**src/rtl/sde_pkg.sv**
```systemverilog
// ----------------------------------------------------------------------------
// SHA-256 digest engine package
// Transaction types, queue entry type and the SHA-256 constants.
// ----------------------------------------------------------------------------
package sde_pkg;

	typedef struct packed {
		logic [7:0] data_byte;
		logic       byte_present;
		logic       message_end;
	} byte_item_t;

	typedef struct packed {
		logic [31:0] digest_word;
		logic [2:0]  word_number;
		logic        final_word;
	} digest_item_t;

	// one big-endian message word on its way to the compressor
	typedef struct packed {
		logic [31:0] word;
		logic        msg_last;
	} sched_entry_t;

	localparam int unsigned BLOCK_WORDS = 16;
	localparam int unsigned ROUNDS      = 64;
	localparam int unsigned HASH_WORDS  = 8;
	localparam logic [7:0]  PAD_BYTE    = 8'h80;
	localparam logic [3:0]  LEN_HI_IDX  = 4'd14;

	localparam logic [31:0] INIT_HASH [HASH_WORDS] = '{
		32'h6a09e667, 32'hbb67ae85, 32'h3c6ef372, 32'ha54ff53a,
		32'h510e527f, 32'h9b05688c, 32'h1f83d9ab, 32'h5be0cd19
	};

	localparam logic [31:0] ROUND_K [ROUNDS] = '{
		32'h428a2f98, 32'h71374491, 32'hb5c0fbcf, 32'he9b5dba5,
		32'h3956c25b, 32'h59f111f1, 32'h923f82a4, 32'hab1c5ed5,
		32'hd807aa98, 32'h12835b01, 32'h243185be, 32'h550c7dc3,
		32'h72be5d74, 32'h80deb1fe, 32'h9bdc06a7, 32'hc19bf174,
		32'he49b69c1, 32'hefbe4786, 32'h0fc19dc6, 32'h240ca1cc,
		32'h2de92c6f, 32'h4a7484aa, 32'h5cb0a9dc, 32'h76f988da,
		32'h983e5152, 32'ha831c66d, 32'hb00327c8, 32'hbf597fc7,
		32'hc6e00bf3, 32'hd5a79147, 32'h06ca6351, 32'h14292967,
		32'h27b70a85, 32'h2e1b2138, 32'h4d2c6dfc, 32'h53380d13,
		32'h650a7354, 32'h766a0abb, 32'h81c2c92e, 32'h92722c85,
		32'ha2bfe8a1, 32'ha81a664b, 32'hc24b8b70, 32'hc76c51a3,
		32'hd192e819, 32'hd6990624, 32'hf40e3585, 32'h106aa070,
		32'h19a4c116, 32'h1e376c08, 32'h2748774c, 32'h34b0bcb5,
		32'h391c0cb3, 32'h4ed8aa4a, 32'h5b9cca4f, 32'h682e6ff3,
		32'h748f82ee, 32'h78a5636f, 32'h84c87814, 32'h8cc70208,
		32'h90befffa, 32'ha4506ceb, 32'hbef9a3f7, 32'hc67178f2
	};

endpackage

```
**src/rtl/sde_front.sv**
```systemverilog
// ----------------------------------------------------------------------------
// SHA-256 front end
// Packs message bytes into big-endian words and appends the padding words.
// ----------------------------------------------------------------------------
module sde_front (
	input  logic                 clk,
	input  logic                 arst_n,
	input  logic                 byte_valid,
	output logic                 byte_ready,
	input  sde_pkg::byte_item_t  byte_item,
	output logic                 push_valid,
	input  logic                 push_ready,
	output sde_pkg::sched_entry_t push_entry
);
	import sde_pkg::*;

	localparam logic [1:0] F_BYTES  = 2'd0;
	localparam logic [1:0] F_PAD    = 2'd1;
	localparam logic [1:0] F_ZERO   = 2'd2;
	localparam logic [1:0] F_LEN_LO = 2'd3;

	logic [1:0]  fstate_q;
	logic [60:0] byte_cnt_q;
	logic [31:0] pack_q;
	logic [3:0]  widx_q;

	logic        accept;
	logic [1:0]  off;
	logic [4:0]  lane_shift;
	logic [31:0] ins_word;
	logic [31:0] pad_word;
	logic [63:0] bit_len;

	assign off        = byte_cnt_q[1:0];
	assign lane_shift = {~off, 3'b000};
	assign ins_word   = pack_q | ({24'b0, byte_item.data_byte} << lane_shift);
	assign pad_word   = pack_q | ({24'b0, PAD_BYTE} << lane_shift);
	assign bit_len    = {byte_cnt_q, 3'b000};

	assign byte_ready = (fstate_q == F_BYTES) && push_ready;
	assign accept     = byte_valid && byte_ready;

	always_comb begin
		push_valid          = 1'b0;
		push_entry.word     = 32'h0;
		push_entry.msg_last = 1'b0;
		unique case (fstate_q)
			F_BYTES: begin
				push_valid      = accept && byte_item.byte_present && (off == 2'd3);
				push_entry.word = ins_word;
			end
			F_PAD: begin
				push_valid      = 1'b1;
				push_entry.word = pad_word;
			end
			F_ZERO: begin
				push_valid      = 1'b1;
				push_entry.word = (widx_q == LEN_HI_IDX) ? bit_len[63:32] : 32'h0;
			end
			F_LEN_LO: begin
				push_valid          = 1'b1;
				push_entry.word     = bit_len[31:0];
				push_entry.msg_last = 1'b1;
			end
			default: begin
				push_valid = 1'b0;
			end
		endcase
	end

	always_ff @(posedge clk or negedge arst_n) begin
		if (!arst_n) begin
			fstate_q   <= F_BYTES;
			byte_cnt_q <= '0;
			pack_q     <= '0;
			widx_q     <= '0;
		end else begin
			unique case (fstate_q)
				F_BYTES: begin
					if (accept) begin
						if (byte_item.byte_present) begin
							byte_cnt_q <= byte_cnt_q + 61'd1;
							pack_q     <= (off == 2'd3) ? 32'h0 : ins_word;
						end
						if (byte_item.message_end)
							fstate_q <= F_PAD;
					end
				end
				F_PAD: begin
					if (push_ready) begin
						widx_q   <= byte_cnt_q[5:2] + 4'd1;
						pack_q   <= 32'h0;
						fstate_q <= F_ZERO;
					end
				end
				F_ZERO: begin
					if (push_ready) begin
						if (widx_q == LEN_HI_IDX)
							fstate_q <= F_LEN_LO;
						else
							widx_q <= widx_q + 4'd1;
					end
				end
				F_LEN_LO: begin
					if (push_ready) begin
						byte_cnt_q <= '0;
						pack_q     <= 32'h0;
						fstate_q   <= F_BYTES;
					end
				end
				default: begin
					fstate_q <= F_BYTES;
				end
			endcase
		end
	end

endmodule

```
**src/rtl/sde_queue.sv**
```systemverilog
// ----------------------------------------------------------------------------
// SHA-256 word queue
// Small FIFO of message words between the front end and the compressor.
// ----------------------------------------------------------------------------
module sde_queue #(
	parameter int unsigned DEPTH = 4
) (
	input  logic                  clk,
	input  logic                  arst_n,
	input  logic                  push_valid,
	output logic                  push_ready,
	input  sde_pkg::sched_entry_t push_entry,
	output logic                  pop_valid,
	input  logic                  pop_ready,
	output sde_pkg::sched_entry_t pop_entry
);
	import sde_pkg::*;

	localparam int unsigned PTR_W = (DEPTH > 1) ? $clog2(DEPTH) : 1;
	localparam int unsigned CNT_W = $clog2(DEPTH + 1);

	sched_entry_t        entries_q [DEPTH];
	logic [PTR_W-1:0]    wr_ptr_q;
	logic [PTR_W-1:0]    rd_ptr_q;
	logic [CNT_W-1:0]    count_q;
	logic                do_push;
	logic                do_pop;

	assign push_ready = (count_q != CNT_W'(DEPTH));
	assign pop_valid  = (count_q != '0);
	assign pop_entry  = entries_q[rd_ptr_q];
	assign do_push    = push_valid && push_ready;
	assign do_pop     = pop_valid && pop_ready;

	always_ff @(posedge clk) begin
		if (do_push)
			entries_q[wr_ptr_q] <= push_entry;
	end

	always_ff @(posedge clk or negedge arst_n) begin
		if (!arst_n) begin
			wr_ptr_q <= '0;
			rd_ptr_q <= '0;
			count_q  <= '0;
		end else begin
			if (do_push)
				wr_ptr_q <= (wr_ptr_q == PTR_W'(DEPTH - 1)) ? '0 : wr_ptr_q + PTR_W'(1);
			if (do_pop)
				rd_ptr_q <= (rd_ptr_q == PTR_W'(DEPTH - 1)) ? '0 : rd_ptr_q + PTR_W'(1);
			if (do_push && !do_pop)
				count_q <= count_q + CNT_W'(1);
			else if (do_pop && !do_push)
				count_q <= count_q - CNT_W'(1);
		end
	end

endmodule

```
**src/rtl/sde_core.sv**
```systemverilog
// ----------------------------------------------------------------------------
// SHA-256 compression core
// One round per cycle unless waiting for a queue word; schedule word prefetched into a register; digest output.
// ----------------------------------------------------------------------------
module sde_core (
	input  logic                  clk,
	input  logic                  arst_n,
	input  logic                  word_valid,
	output logic                  word_ready,
	input  sde_pkg::sched_entry_t word_entry,
	output logic                  digest_valid,
	input  logic                  digest_ready,
	output sde_pkg::digest_item_t digest_item
);
	import sde_pkg::*;

	localparam logic [1:0] C_RUN = 2'd0;
	localparam logic [1:0] C_FIN = 2'd1;
	localparam logic [1:0] C_OUT = 2'd2;

	function automatic logic [31:0] rotr(input logic [31:0] v, input int unsigned n);
		return (v >> n) | (v << (32 - n));
	endfunction

	logic [1:0]  cstate_q;
	logic [6:0]  cnt_q;
	logic        last_q;
	logic [2:0]  oidx_q;
	logic [31:0] chain_q [HASH_WORDS];
	logic [31:0] vars_q  [HASH_WORDS];
	logic [31:0] w_q     [BLOCK_WORDS];
	logic [31:0] wk_s1;
	digest_item_t out_q;
	logic        out_valid_q;

	logic        loading;
	logic        advance;
	logic        out_load;
	logic [31:0] w_new;
	logic [31:0] sig0, sig1;
	logic [31:0] s0, s1, chf, maj, t1, t2;

	assign loading    = (cstate_q == C_RUN) && (cnt_q < 7'd16);
	assign word_ready = loading;
	assign advance    = (cstate_q == C_RUN) && (!loading || word_valid);
	assign out_load   = (cstate_q == C_OUT) && (!out_valid_q || digest_ready);

	// schedule: w_q[15] is the newest word
	assign sig0  = rotr(w_q[1], 7) ^ rotr(w_q[1], 18) ^ (w_q[1] >> 3);
	assign sig1  = rotr(w_q[14], 17) ^ rotr(w_q[14], 19) ^ (w_q[14] >> 10);
	assign w_new = loading ? word_entry.word : (w_q[0] + sig0 + w_q[9] + sig1);

	// round
	assign s1  = rotr(vars_q[4], 6) ^ rotr(vars_q[4], 11) ^ rotr(vars_q[4], 25);
	assign chf = (vars_q[4] & vars_q[5]) ^ (~vars_q[4] & vars_q[6]);
	assign s0  = rotr(vars_q[0], 2) ^ rotr(vars_q[0], 13) ^ rotr(vars_q[0], 22);
	assign maj = (vars_q[0] & vars_q[1]) ^ (vars_q[0] & vars_q[2]) ^
	             (vars_q[1] & vars_q[2]);
	assign t1  = vars_q[7] + s1 + chf + wk_s1;
	assign t2  = s0 + maj;

	assign digest_valid = out_valid_q;
	assign digest_item  = out_q;

	always_ff @(posedge clk) begin
		if (advance && (cnt_q < 7'd64)) begin
			for (int i = 0; i < BLOCK_WORDS - 1; i++)
				w_q[i] <= w_q[i+1];
			w_q[BLOCK_WORDS-1] <= w_new;
			wk_s1 <= w_new + ROUND_K[cnt_q[5:0]];
		end
		if (out_load) begin
			out_q.digest_word <= chain_q[oidx_q];
			out_q.word_number <= oidx_q;
			out_q.final_word  <= (oidx_q == 3'd7);
		end
	end

	always_ff @(posedge clk or negedge arst_n) begin
		if (!arst_n) begin
			cstate_q    <= C_RUN;
			cnt_q       <= '0;
			last_q      <= 1'b0;
			oidx_q      <= '0;
			out_valid_q <= 1'b0;
			for (int k = 0; k < HASH_WORDS; k++) begin
				chain_q[k] <= INIT_HASH[k];
				vars_q[k]  <= INIT_HASH[k];
			end
		end else begin
			if (out_load)
				out_valid_q <= 1'b1;
			else if (digest_ready)
				out_valid_q <= 1'b0;

			unique case (cstate_q)
				C_RUN: begin
					if (advance) begin
						// round cnt-1 runs on the word prefetched at the previous advance
						if (cnt_q != 7'd0) begin
							vars_q[7] <= vars_q[6];
							vars_q[6] <= vars_q[5];
							vars_q[5] <= vars_q[4];
							vars_q[4] <= vars_q[3] + t1;
							vars_q[3] <= vars_q[2];
							vars_q[2] <= vars_q[1];
							vars_q[1] <= vars_q[0];
							vars_q[0] <= t1 + t2;
						end
						if (cnt_q == 7'd15)
							last_q <= word_entry.msg_last;
						if (cnt_q == 7'd64) begin
							cnt_q    <= '0;
							cstate_q <= C_FIN;
						end else begin
							cnt_q <= cnt_q + 7'd1;
						end
					end
				end
				C_FIN: begin
					for (int k = 0; k < HASH_WORDS; k++) begin
						chain_q[k] <= chain_q[k] + vars_q[k];
						vars_q[k]  <= chain_q[k] + vars_q[k];
					end
					oidx_q   <= '0;
					cstate_q <= last_q ? C_OUT : C_RUN;
				end
				C_OUT: begin
					if (out_load) begin
						if (oidx_q == 3'd7) begin
							for (int k = 0; k < HASH_WORDS; k++) begin
								chain_q[k] <= INIT_HASH[k];
								vars_q[k]  <= INIT_HASH[k];
							end
							cstate_q <= C_RUN;
						end else begin
							oidx_q <= oidx_q + 3'd1;
						end
					end
				end
				default: begin
					cstate_q <= C_RUN;
				end
			endcase
		end
	end

endmodule

```
**src/rtl/sha256_digest_engine.sv**
```systemverilog
// ----------------------------------------------------------------------------
// SHA-256 digest engine
// Byte-stream SHA-256: front end packs and pads, core compresses and emits.
// ----------------------------------------------------------------------------
// Usage:
//   byte channel: one transaction per message byte (byte_present = 1), the
//   last one with message_end = 1. A transaction with byte_present = 0 and
//   message_end = 1 closes a message without a byte (empty message possible).
//   digest channel: eight transactions per message, word_number 0..7, the
//   most significant word first, final_word set on word 7.
//   Bytes are taken one per cycle while the word queue has room and the
//   front end is not emitting padding. Per 64-byte block the core runs 16
//   loading rounds fed from the queue, 48 more rounds, one prefetch step
//   and one chaining add, but only the queued words (four by default)
//   overlap its rounds, so a long message stalls the byte channel while
//   the core runs the remaining rounds and the chaining add. After
//   message_end the front end emits up to 18 padding words, one per cycle
//   while the queue has room; the digest words leave the output register
//   after the final chaining add, one per cycle while the receiver is ready.
//   A stalled digest receiver holds the output register; the front end keeps
//   filling the queue and stops taking bytes when it is full.
//   Reset loads the initial hash values and empties the queue and counters.
// ----------------------------------------------------------------------------
module sha256_digest_engine #(
	parameter int unsigned QUEUE_DEPTH = 4
) (
	input  logic                  clk,
	input  logic                  arst_n,
	input  logic                  byte_valid,
	output logic                  byte_ready,
	input  sde_pkg::byte_item_t   byte_item,
	output logic                  digest_valid,
	input  logic                  digest_ready,
	output sde_pkg::digest_item_t digest_item
);
	import sde_pkg::*;

	logic         push_valid;
	logic         push_ready;
	sched_entry_t push_entry;
	logic         pop_valid;
	logic         pop_ready;
	sched_entry_t pop_entry;

	sde_front u_front (
		.clk        (clk),
		.arst_n     (arst_n),
		.byte_valid (byte_valid),
		.byte_ready (byte_ready),
		.byte_item  (byte_item),
		.push_valid (push_valid),
		.push_ready (push_ready),
		.push_entry (push_entry)
	);

	sde_queue #(
		.DEPTH (QUEUE_DEPTH)
	) u_queue (
		.clk        (clk),
		.arst_n     (arst_n),
		.push_valid (push_valid),
		.push_ready (push_ready),
		.push_entry (push_entry),
		.pop_valid  (pop_valid),
		.pop_ready  (pop_ready),
		.pop_entry  (pop_entry)
	);

	sde_core u_core (
		.clk          (clk),
		.arst_n       (arst_n),
		.word_valid   (pop_valid),
		.word_ready   (pop_ready),
		.word_entry   (pop_entry),
		.digest_valid (digest_valid),
		.digest_ready (digest_ready),
		.digest_item  (digest_item)
	);

endmodule

```
**config.mk**
```make
export PLATFORM = sky130hd
export DESIGN_NAME = sha256_digest_engine
export DESIGN_NICKNAME = d
export VERILOG_FILES = /design/src/rtl/sde_pkg.sv /design/src/rtl/sde_front.sv /design/src/rtl/sde_queue.sv /design/src/rtl/sde_core.sv /design/src/rtl/sha256_digest_engine.sv
export SDC_FILE = /design/constraint.sdc
export NUM_CORES = 2
export LEC_CHECK = 0
export BUFFER_PORTS_ARGS = -buffer_cell sky130_fd_sc_hd__buf_2
export CORE_MARGIN = 2
export CORE_UTILIZATION = 65
export DETAILED_ROUTE_END_ITERATION = 6
export PLACE_DENSITY = 0.81
export SETUP_SLACK_MARGIN = 0.3
export SYNTH_ARGS = -nofsm -noshare
export SYNTH_HDL_FRONTEND = slang
export SYNTH_SLANG_ARGS = --single-unit
```
**constraint.sdc**
```tcl
create_clock -name clk -period 38.5 [get_ports clk]
set_clock_uncertainty 0.2 [all_clocks]
set_input_delay 1.925 -clock clk [delete_from_list [all_inputs] [get_ports clk]]
set_output_delay 1.925 -clock clk [all_outputs]
set_load 0.005 [all_outputs]
```
==> flow_summary.yaml <==
sta:
  fin_crit_sh_pct: 22.49
  fin_tns_setup_ns: 0
  slew_headroom_pct: 9.329
  clock.fmax_ghz: 0.1155
  finalHoldViolations: 0
  setup_viol: 0
  report.final.slew_viol_count: 0
  finalCriticalPeriod_ns: 8.660
  tightest_slew_ns: 1.360
  rsz0062_at_grt: "no"
worst_setup_path:
  ff2ff_path_depth: 27
  end_kind: "flop"
  r2r_start: "u_core.vars_q[122]$_DFFE_PN0P_"
  crit_fanout: 7
  critical_path_class: "reg -> reg"
  reg2reg_slack_ns: 29.84
  r2r_end: "u_core.vars_q[255]$_DFFE_PN0P_"
  cp.arrival_ns: 9.16
  required_ns: 39.00
  startpoint_type: "flop"
floorplan:
  die_h_um: 358.5
  core_um2: 125200
  io_pins: 52
  rows: 130
  die_area_um2: 128500
  die_width_um: 358.5
  start_util_pct: 65.22
synthesis:
  syn_nets: 8317
  syn-instance-count: 7692
  ys_warn_count: 0
  yosys.area.top_type: "edfxtp_1"
  yosysSeqAreaShare_pct: 45.95
  yosys_register_bits: 1344
  ys_top_cells_by_area: "edfxtp_1 26%, dfrtp_1 11%, dfstp_2 8.7%"
  avgSynthCellArea_um2: 10.62
  synth_edf_count: 712
  async_reset_ff_share_pct: 47.02
  syn_area_um2: 81690
  ys_types: 108
  synth_top_cell_area_share_pct: 26.17
  ys.flop_type: "edfxtp_1"
clock_network:
  worstSkewPairLatency_ns: 0.85
  clock-sinks: 1344
  cts-buffers-inserted: 144
  cts.clk_slew.worst_paths_ns: 0.07
  cts_tree: "built"
  cts_buffer_depth: 3
  cts.repair.resized: 0
  post-cts-setup-buffer-count: 0
  root_buffer: "clkbuf_16"
  h-tree-depth: 4
  ctsHoldBuffers: 0
global_route:
  grt_use_total_pct: 42.05
  grt_max_degree: 203
  grt_pass1_wl_mm: 400.2
  antenna_found_initial: 9
  grt_pass1_vias: 61407
  overflow: 0
cells_and_area:
  drive_gt1_share_pct: 11.31
  nNetsFinal: 8197
  areaGrowthSynthToFinish_pct: 7.986
drt:
  avgViaCountPerCell: 6.972
  dr.pass1.iters: 7
  drc: 2
  routedWlPerCell_um: 29.12
  drt_iter0_markers: 10345
  wl_mm: 272.2
  ant_nets: 0
  vias: 65177
min_path:
  min_to: "u_core.w_q[1][86]$_DFFE_PP_"
  hold_path_class: "reg -> reg"
  hp-start: "u_core.w_q[1][118]$_DFFE_PP_"
  hold_depth: 0
placement:
  port_buffers: 51
  gp_congestion: 1.043
  dp_hpwl_mm: 187.8
run:
  max_cap_violations: 0
run_status:
  status: "finished with violations"
  violations: "design-rule violations"
==> area by class of cell <==
cell class,instances,area (um2)
fillers,8840,37030
clock inverters,69,957.2
inverters,435,1638
diodes,3,7.507
flip-flops and latches,1344,37550
repair buffers,139,960.9
clock buffers,200,3974
well taps,1650,2064
multi-input cells,5508,41060
==> sequential cells by signal, indices dropped and copies added (netlist names), 3 cells and up <==
name / flops
u_core.chain_q: 256
u_core.cnt_q: 7
u_core.digest_item: 36
u_core.oidx_q: 3
u_core.vars_q: 256
u_core.w_q: 512
u_core.wk_s1: 32
u_front.byte_cnt_q: 61
u_front.pack_q: 32
u_front.widx_q: 4
u_queue.count_q: 3
u_queue.entries_q: 132
==> kinds of logic (layout without fill, tap and decap cells) <==
kind of cell	count (synthesis)	after routing	share of synthesized area, %
xor gates and xnor gates	652	652	7.007
buffers and inverters	840	843	3.924
muxes	180	180	3.857
AOI/OAI and AO/OA	2357	2357	18.82
adders and majority gates	617	617	10.97
other	0	3	0
and+or+nand+nor	1702	1702	9.478
DFF	1344	1344	45.95
==> worst max-delay path, stage by stage, from the launching register on <==
cell,delay [ns]
dfrtp_1,0.73
xnor2_1,0.31
fa_1,0.57
inv_1,0.06
fa_1,0.51
inv_1,0.06
ha_1,0.21
fa_1,0.47
a211oi_1,0.27
nor2_1,0.12
o221a_2,0.33
o211a_1,0.32
o21ai_1,0.45
o21ai_0,0.26
xnor2_1,0.25
inv_1,0.08
fa_1,0.48
inv_1,0.04
ha_1,0.35
and4_1,0.28
and2_1,0.25
nand4_1,0.15
o311ai_1,0.78
a31oi_1,0.20
a311oi_1,0.34
xnor2_1,0.16
nor2_1,0.06
a221o_1,0.27
==> routing by layer <==
layer / track usage [%] / up-vias / wire length (um)
met5: 0 / - / 48
met4: 17.55 / 8 / 13350
li1: - / 27899 / -
met2: 59.48 / 4483 / 114100
met1: 61.16 / 31918 / 109800
met3: 11.58 / 869 / 34870
==> cells in the final DEF, fill, tap and decap left out, drive strengths merged, types with 38 or more instances in the layout <==
master / n
o21ai: 529
a221o: 40
o31ai: 61
and3: 92
xor2: 214
or3: 41
o21bai: 51
a211oi: 82
o21a: 83
dfstp: 272
nand2b: 60
nand3: 122
edfxtp: 712
nor3: 86
clkbuf: 201
fa: 167
inv: 436
buf: 138
a31oi: 72
nand2: 573
ha: 444
clkinv: 54
mux4: 102
nor2b: 40
a22o: 106
a21o: 224
a21oi: 665
o221ai: 50
mux2: 58
a221oi: 82
dfrtp: 360
nor2: 552
nand4: 38
xnor2: 437
==> how the worst max path moves through the flow <==
stage,slack (ns),to,cells after the start,start
after global routing,29.52,u_core.vars_q[248]$_DFFE_PN0P_,30,u_core.vars_q[97]$_DFFE_PN1P_
after floorplan,13.09,u_core.w_q[0][0]$_DFFE_PP_,7,u_core.cstate_q[0]$_DFFE_PN0P_
after detailed placement,30.20,u_core.vars_q[252]$_DFFE_PN0P_,30,u_core.vars_q[97]$_DFFE_PN1P_
after global placement,30.23,u_core.vars_q[248]$_DFFE_PN0P_,30,u_core.vars_q[97]$_DFFE_PN1P_
final,29.84,u_core.vars_q[255]$_DFFE_PN0P_,27,u_core.vars_q[122]$_DFFE_PN0P_
after CTS,30.04,u_core.vars_q[248]$_DFFE_PN0P_,30,u_core.vars_q[97]$_DFFE_PN1P_
==> through the flow <==
stage	util, %	cells	cell area (um2)	worst slack (ns)	hold slack, ns
after detailed placement	66.49	9075	83270	30.20	0.2045
after floorplan	-	7692	81690	13.09	0.2003
final	70.43	9348	88210	29.84	0.1846
after CTS	70.42	9344	88200	30.04	0.1831
after global routing	70.43	9345	88210	29.52	0.1995
after global placement	66.49	9075	83270	30.23	0.2002
==> synthesized netlist by cell type, types with 37 or more instances <==
library cell and count:
dfrtp_1 360, fa_1 167, xnor2_1 437, nand2_1 573, mux4_2 102, clkbuf_1 335
nor2b_1 40, o31ai_1 61, o21a_1 83, a211oi_1 82, dfstp_2 272, nand3_1 120
or3_1 40, o221ai_1 50, a221o_1 40, nor2_1 550, a22o_1 106, mux2_2 57
o21ai_0 520, ha_1 444, xor2_1 214, a21oi_1 665, a21o_1 224, a221oi_1 82
nand4_1 37, buf_1 61, nor3_1 84, a31oi_1 72, inv_1 431, edfxtp_1 712
o21bai_1 51, nand2b_1 59, and3_1 88
Power is left out: the tool's default activity adds up to more than one toggle a clock period on the data nets, which glitch-free logic cannot reach.
